## src/hw/rtl/swrt_pkg.sv

```systemverilog
// Package for the send window and RTT tracker.
// Holds the sizes, register indexes, reset values and the
// controller-to-datapath command and status types.
package swrt_pkg;

  // Window store geometry (depth is a power of two)
  localparam int WINDOW_DEPTH = 64;
  localparam int PTR_W        = $clog2(WINDOW_DEPTH);
  localparam int CNT_W        = $clog2(WINDOW_DEPTH + 1);

  // Field widths fixed by the interface
  localparam int SEQ_W     = 31;
  localparam int TIME_W    = 32;
  localparam int LIMIT_W   = 7;
  localparam int DUP_W     = 4;
  localparam int COUNT_W   = 7;
  localparam int ENTRY_W   = SEQ_W + TIME_W;

  // Configuration port
  localparam int CFG_IDX_W  = 2;
  localparam int CFG_DATA_W = 32;

  localparam logic [CFG_IDX_W-1:0] CFG_WINDOW_LIMIT  = 2'd0;
  localparam logic [CFG_IDX_W-1:0] CFG_INITIAL_RTT   = 2'd1;
  localparam logic [CFG_IDX_W-1:0] CFG_DUP_THRESHOLD = 2'd2;

  // Reset values of the configuration registers
  localparam logic [LIMIT_W-1:0] WINDOW_LIMIT_RST  = 7'd64;
  localparam logic [TIME_W-1:0]  INITIAL_RTT_RST   = 32'd50000;
  localparam logic [DUP_W-1:0]   DUP_THRESHOLD_RST = 4'd3;
  localparam logic [DUP_W-1:0]   DUP_MAX           = 4'd15;

  // Commands from the controller to the datapath
  typedef struct packed {
    logic accept;     // capture an item and run the duplicate ack logic
    logic send;       // append a segment if the window has room
    logic eval;       // examine the entry read from the window store
    logic srtt;       // smoothed RTT step
    logic dev;        // absolute deviation step
    logic var_upd;    // deviation average step
    logic rto;        // timeout step
    logic fin;        // close the ack pass
    logic load_out;   // load the result register
  } swrt_cmd_t;

  // Status from the datapath to the controller
  typedef struct packed {
    logic in_is_ack;  // op field of the item on the input channel
    logic more;       // entries left to examine in the ack pass
    logic update;     // examined entry is released and its sample is in range
  } swrt_status_t;

endpackage

```

## src/hw/rtl/swrt_ctrl.sv

```systemverilog
// Controller state machine of the send window and RTT tracker.
// Drives the datapath through swrt_cmd_t and owns the channel handshakes.
module swrt_ctrl (
  input  logic                   clk,
  input  logic                   rst_n,
  input  logic                   in_valid,
  output logic                   in_ready,
  output logic                   out_valid,
  input  logic                   out_ready,
  input  swrt_pkg::swrt_status_t status,
  output swrt_pkg::swrt_cmd_t    cmd
);

  typedef enum logic [9:0] {
    S_IDLE = 10'b0000000001,
    S_SEND = 10'b0000000010,
    S_RD   = 10'b0000000100,
    S_EVAL = 10'b0000001000,
    S_SRTT = 10'b0000010000,
    S_DEV  = 10'b0000100000,
    S_VARU = 10'b0001000000,
    S_RTO  = 10'b0010000000,
    S_FIN  = 10'b0100000000,
    S_DONE = 10'b1000000000
  } state_t;

  state_t state_r, state_nxt;
  logic   out_valid_r, out_valid_nxt;

  assign in_ready  = (state_r == S_IDLE);
  assign out_valid = out_valid_r;

  // Next state, commands and result handshake
  always_comb begin
    state_nxt     = state_r;
    out_valid_nxt = out_valid_r;
    cmd           = '0;
    if (out_valid_r && out_ready) begin
      out_valid_nxt = 1'b0;
    end
    unique case (state_r)
      S_IDLE: begin
        if (in_valid) begin
          cmd.accept = 1'b1;
          state_nxt  = status.in_is_ack ? S_RD : S_SEND;
        end
      end
      S_SEND: begin
        cmd.send  = 1'b1;
        state_nxt = S_DONE;
      end
      // The read address is the pass counter; data arrives in S_EVAL
      S_RD: begin
        state_nxt = status.more ? S_EVAL : S_FIN;
      end
      S_EVAL: begin
        cmd.eval  = 1'b1;
        state_nxt = status.update ? S_SRTT : S_RD;
      end
      S_SRTT: begin
        cmd.srtt  = 1'b1;
        state_nxt = S_DEV;
      end
      S_DEV: begin
        cmd.dev   = 1'b1;
        state_nxt = S_VARU;
      end
      S_VARU: begin
        cmd.var_upd = 1'b1;
        state_nxt   = S_RTO;
      end
      S_RTO: begin
        cmd.rto   = 1'b1;
        state_nxt = S_RD;
      end
      S_FIN: begin
        cmd.fin   = 1'b1;
        state_nxt = S_DONE;
      end
      S_DONE: begin
        if (!out_valid_r || out_ready) begin
          cmd.load_out  = 1'b1;
          out_valid_nxt = 1'b1;
          state_nxt     = S_IDLE;
        end
      end
      default: begin
        state_nxt = S_IDLE;
      end
    endcase
  end

  always_ff @(posedge clk) begin
    if (!rst_n) begin
      state_r     <= S_IDLE;
      out_valid_r <= 1'b0;
    end else begin
      state_r     <= state_nxt;
      out_valid_r <= out_valid_nxt;
    end
  end

endmodule

```

## config.mk

```make
export PLATFORM = sky130hd
export DESIGN_NAME = swrt_ctrl
export DESIGN_NICKNAME = d
export VERILOG_FILES = /design/src/hw/rtl/swrt_pkg.sv /design/src/hw/rtl/swrt_ctrl.sv
export SDC_FILE = /design/constraint.sdc
export NUM_CORES = 1
export LEC_CHECK = 0
export ABC_AREA = 1
export BUFFER_PORTS_ARGS = -buffer_cell sky130_fd_sc_hd__clkbuf_2
export CELL_PAD_IN_SITES_DETAIL_PLACEMENT = 1
export CELL_PAD_IN_SITES_GLOBAL_PLACEMENT = 1
export CORE_MARGIN = 2
export CORE_UTILIZATION = 36
export CTS_CLUSTER_DIAMETER = 50
export DETAILED_ROUTE_END_ITERATION = 6
export PLACE_DENSITY_LB_ADDON = 0.1
export SKIP_LAST_GASP = 1
export SLEW_MARGIN = 20
export SYNTH_ARGS = -nofsm -noshare
export SYNTH_HDL_FRONTEND = slang
export SYNTH_SLANG_ARGS = --single-unit
```

## constraint.sdc

```tcl
create_clock -name clk -period 3.4 [get_ports clk]
set_input_delay 0.34 -clock clk [delete_from_list [all_inputs] [get_ports clk]]
set_output_delay 0.34 -clock clk [all_outputs]
set_load 0.05 [all_outputs]
```

Word level (Yosys, flattened, before mapping)
Index checks and enable logic that the tools add are counted.
- input port bits: 7
- word-level logic and storage cells: 39
- register bits after elaboration: 11
- muxes and demuxes: 20
- equal/unequal tests: 12
- reductions and logical operators: 5
- operators with widths (operator ; count):
    $pmux 10 s9 ; 1
    $mux 10 ; 2
    $mux 1 ; 14
    $eq 10x1->1 const B ; 1
    $eq 10x10->1 const B ; 1
    $eq 10x2->1 const B ; 1
    $eq 10x3->1 const B ; 1
    $eq 10x4->1 const B ; 1
    $eq 10x5->1 const B ; 1
    $eq 10x6->1 const B ; 1
    $eq 10x7->1 const B ; 1
    $eq 10x8->1 const B ; 1
    $eq 10x9->1 const B ; 1
    $mux 9 ; 1
    $mux 5 ; 1
    $ne 2x2->1 const B ; 2
    $mux 3 ; 1
    $reduce_and 2->1 ; 1
    $reduce_or 2->1 ; 1
    $logic_and 1x1->1 ; 1
    $logic_not 1->1 ; 1
    $logic_or 1x1->1 ; 1

Depth between registers and ports, before layout
- depth in word-level cells: 4
- depth in mapped cells: 9

Worst setup path after synthesis
No wires, ideal clock.
- kind: flip-flop to output port
- start: register state_r[2]
- end: output port cmd[4] (netlist name)
- data required time: 3060 ps
- arrival time: 1545 ps
- buffers on the path: 0
- setup slack: 1515 ps
- cell stages (with the launch flop): 4
- path through: dfxtp_1 nor2_1 nand2_2 nor4_2
- RTL lines (what ; line ; text):
    start: declaration ; swrt_ctrl.sv:27 ; state_t state_r, state_nxt;
    start signal: assignment ; swrt_ctrl.sv:98 ; state_r <= state_nxt;
    end: declaration ; swrt_ctrl.sv:11 ; output swrt_pkg::swrt_cmd_t cmd

==> insert_results.sql <==
INSERT INTO impl_metrics (metric_group, metric, value, unit) VALUES
('synth', 'synth-async-reset-ratio', '0', '%'),
('global_routing', 'global_route.overflow_total', '0', ''),
('floorplan', 'initial_core_util', '37.9', '%'),
('clock_network', 'post_cts_hold_buffer_count', '0', ''),
('power_and_ir_drop', 'power.clock.fraction', '24.4', '%'),
('finish', 'layout.nets', '137', ''),
('placed_design', 'place_congestion', '0.813', ''),
('floorplan', 'die_h', '49.4', 'um'),
('sta', 'slew_viol_final', '0', ''),
('power_and_ir_drop', 'p_seq_share', '36.8', '%'),
('synth', 'synth_area_per_cell', '6.88', 'sq um'),
('worst_hold_path', 'hold_path_class', 'primary input to register', ''),
('clock_network', 'clock_sinks', '11', ''),
('sta', 'setup_tns', '0', 'ns'),
('setup_path', 'crit_required', '3.06', 'ns'),
('setup_path', 'timing.critical_path.fanout_max', '4', ''),
('synth', 'synth.top_cells.by_area', 'sky130_fd_sc_hd__dfxtp_1 (30%), sky130_fd_sc_hd__inv_1 (14%), sky130_fd_sc_hd__nor2_4 (9.1%), sky130_fd_sc_hd__nor2_1 (8.1%), sky130_fd_sc_hd__nand2_1 (7.6%)', ''),
('routing', 'iteration_0_drc_markers', '13', ''),
('global_routing', 'grt_pass1_vias', '674', ''),
('finish', 'final_layout_size_suffix_gt1_share', '31.8', '%'),
('synth', 'yosys_most_used_dff', 'sky130_fd_sc_hd__dfxtp_1', ''),
('synth', 'yosysSeqAreaShare', '29.6', '%'),
('power_and_ir_drop', 'power.density_cell_area', '440', 'mW/mm^2'),
('worst_hold_path', 'timing.hold.worst_path_depth', '2', ''),
('sta', 'slew_headroom', '81.2', '%'),
('sta', 'final.period_utilization', '55.4', '%'),
('status', 'outcome', 'finished clean', ''),
('floorplan', 'die_w', '49.4', 'um'),
('global_routing', 'pin_count_of_the_biggest_net_entering_global_routing', '8', ''),
('sta', 'timing.final.hold_violations', '0', ''),
('sta', 'final_setup_slack_of_the_worst_path', '1.52', 'ns'),
('global_routing', 'grt_usage', '15.8', '%'),
('setup_path', 'r2r_end', 'state_r[2]$_SDFFE_PN0P_', ''),
('setup_path', 'worstSetupPathType', 'register to primary output', ''),
('synth', 'post_synth_inst_count', '108', ''),
('job', 'max_cap_violations', '0', ''),
('synth', 'netlist_area', '743', 'sq um'),
('clock_network', 'h_tree_levels', '1', ''),
('setup_path', 'max_stage_delay', '0.37', 'ns'),
('power_and_ir_drop', 'pwr-share-comb', '38.8', '%'),
('setup_path', 'regToRegSetupSlack', '2.11', 'ns'),
('power_and_ir_drop', 'irDropWorstVdd', '0.000262', 'V'),
('clock_network', 'cts_tree', 'built', ''),
('routing', 'antenna_violating_nets_post_route', '0', ''),
('synth', 'commonest_cells_in_the_netlist', 'sky130_fd_sc_hd__inv_1 (28), sky130_fd_sc_hd__nor2_1 (16), sky130_fd_sc_hd__nand2_1 (15)', ''),
('routing', 'firstDrtPassIters', '4', ''),
('clock_network', 'cts_inserted_buffers', '3', ''),
('placed_design', 'detailedPlace.worstSlack', '1.82', 'ns'),
('finish', 'flow.area_growth_from_synthesis', '19.7', '%'),
('clock_network', 'post_cts.resized_instances', '0', ''),
('power_and_ir_drop', 'power.net_switching', '0.169', 'mW'),
('routing', 'via_total_after_detailed_routing', '713', ''),
('synth', 'post-synth-top-area-cell', 'sky130_fd_sc_hd__dfxtp_1', ''),
('floorplan', 'core_footprint', '0.00196', 'sq mm'),
('setup_path', 'cpMaxStageDelayCell', 'sky130_fd_sc_hd__dfxtp_1', ''),
('setup_path', 'path_cells', 'nor2_4, inv_1, nor2_1, and3_1, clkbuf_2', ''),
('sta', 'worst_slew_pin_slew', '0.282', 'ns'),
('synth', 'postSynthNetCount', '115', ''),
('sta', 'fin_skew', '0.00616', 'ns'),
('clock_network', 'worst_skew_pair.late_latency', '0.28', 'ns'),
('sta', 'fmax', '531', 'MHz'),
('floorplan', 'fp.dieArea', '0.00244', 'sq mm'),
('routing', 'detail_route.wl_per_cell', '10.6', 'um'),
('placed_design', 'placement.io_buffers', '17', ''),
('power_and_ir_drop', 'intPower', '0.222', 'mW'),
('sta', 'finalSetupViolCount', '0', ''),
('sta', 'final.min_clock_period', '1.88', 'ns'),
('synth', 'total_of_flip_flops_plus_latches_after_synthesis', '11', ''),
('sta', 'rsz_0062_raised_after_global_routing', 'no', ''),
('floorplan', 'row_count', '16', ''),
('finish', 'antenna-diode-count', '0', '');
per-stage QoR:
stage | instance area [sq um] | utilization (%) | hold slack, ns | cells | power [mW]
floorplan | 743 | - | 0.419 | 108 | 0.266
global placement | 862 | 43.9 | 0.532 | 152 | 0.297
detailed placement | 862 | 43.9 | 0.541 | 152 | 0.299
CTS | 890 | 45.3 | 0.248 | 156 | 0.394
global route | 890 | 45.3 | 0.250 | 156 | 0.417
finish | 890 | 45.3 | 0.253 | 156 | 0.391
routing by layer:
layer	vias up	GRT usage (%)	part of all wire, %
met5	-	0	0
met4	0	5.56	1.5
met3	2	2.76	3.9
met2	15	24.1	44
met1	325	22.4	51
li1	371	-	-
critical path, delay by kind of cell (launching register included):
kind,cells,cell delay (ns)
buffers and inverters,2,0.34
AND/OR/NAND/NOR,3,0.56
flip-flops,1,0.37
cell type report:
type / count / area [sq um]
inverters: 29 / 109
fillers: 277 / 1070
repair buffers: 17 / 85.1
clock inverters: 1 / 5.00
multi-input cells: 68 / 414
well taps: 27 / 33.8
flip-flops and latches: 11 / 220
clock buffers: 3 / 22.5
registers in the layout, indices dropped and copies added (netlist names):
name and count:
out_valid 1, state_r 10
cell usage in the layout (no fill, tap or decap), types with 3 or more instances in the layout:
cell type / instances
sky130_fd_sc_hd__nor3_2: 3
sky130_fd_sc_hd__nor2_2: 3
sky130_fd_sc_hd__nand3_1: 10
sky130_fd_sc_hd__nand2_1: 15
sky130_fd_sc_hd__clkbuf_2: 17
sky130_fd_sc_hd__clkbuf_4: 3
sky130_fd_sc_hd__inv_1: 28
sky130_fd_sc_hd__dfxtp_1: 11
sky130_fd_sc_hd__nor2_4: 6
sky130_fd_sc_hd__nor2_1: 16
logic make-up (layout without fill, tap and decap cells):
| group | Yosys count | count (layout) | synth area share (%) |
|---|---|---|---|
| compound gates | 3 | 3 | 2.69 |
| simple gates | 65 | 65 | 53.0 |
| flops | 11 | 11 | 29.6 |
| buf+inv | 29 | 50 | 14.6 |
power groups by stage:
stage / combinational [mW] / sequential, mW / clock [mW]
floorplan: 0.119 / 0.147 / 0
global placement: 0.150 / 0.147 / 0
detailed placement: 0.152 / 0.147 / 0
CTS: 0.153 / 0.144 / 0.0973
global route: 0.167 / 0.145 / 0.104
finish: 0.152 / 0.144 / 0.0954
worst max path at each step:
stage | startpoint | endpoint | slack [ns] | cells past startpoint
floorplan | state_r[2]$_SDFFE_PN0P_ | cmd[4] | 1.52 | 3
global placement | state_r[4]$_SDFFE_PN0P_ | cmd[2] | 1.82 | 6
detailed placement | state_r[4]$_SDFFE_PN0P_ | cmd[3] | 1.82 | 5
CTS | state_r[4]$_SDFFE_PN0P_ | cmd[3] | 1.50 | 5
global route | state_r[2]$_SDFFE_PN0P_ | cmd[2] | 1.37 | 6
finish | state_r[4]$_SDFFE_PN0P_ | cmd[3] | 1.52 | 5
(Power assumes the default switching activity.)
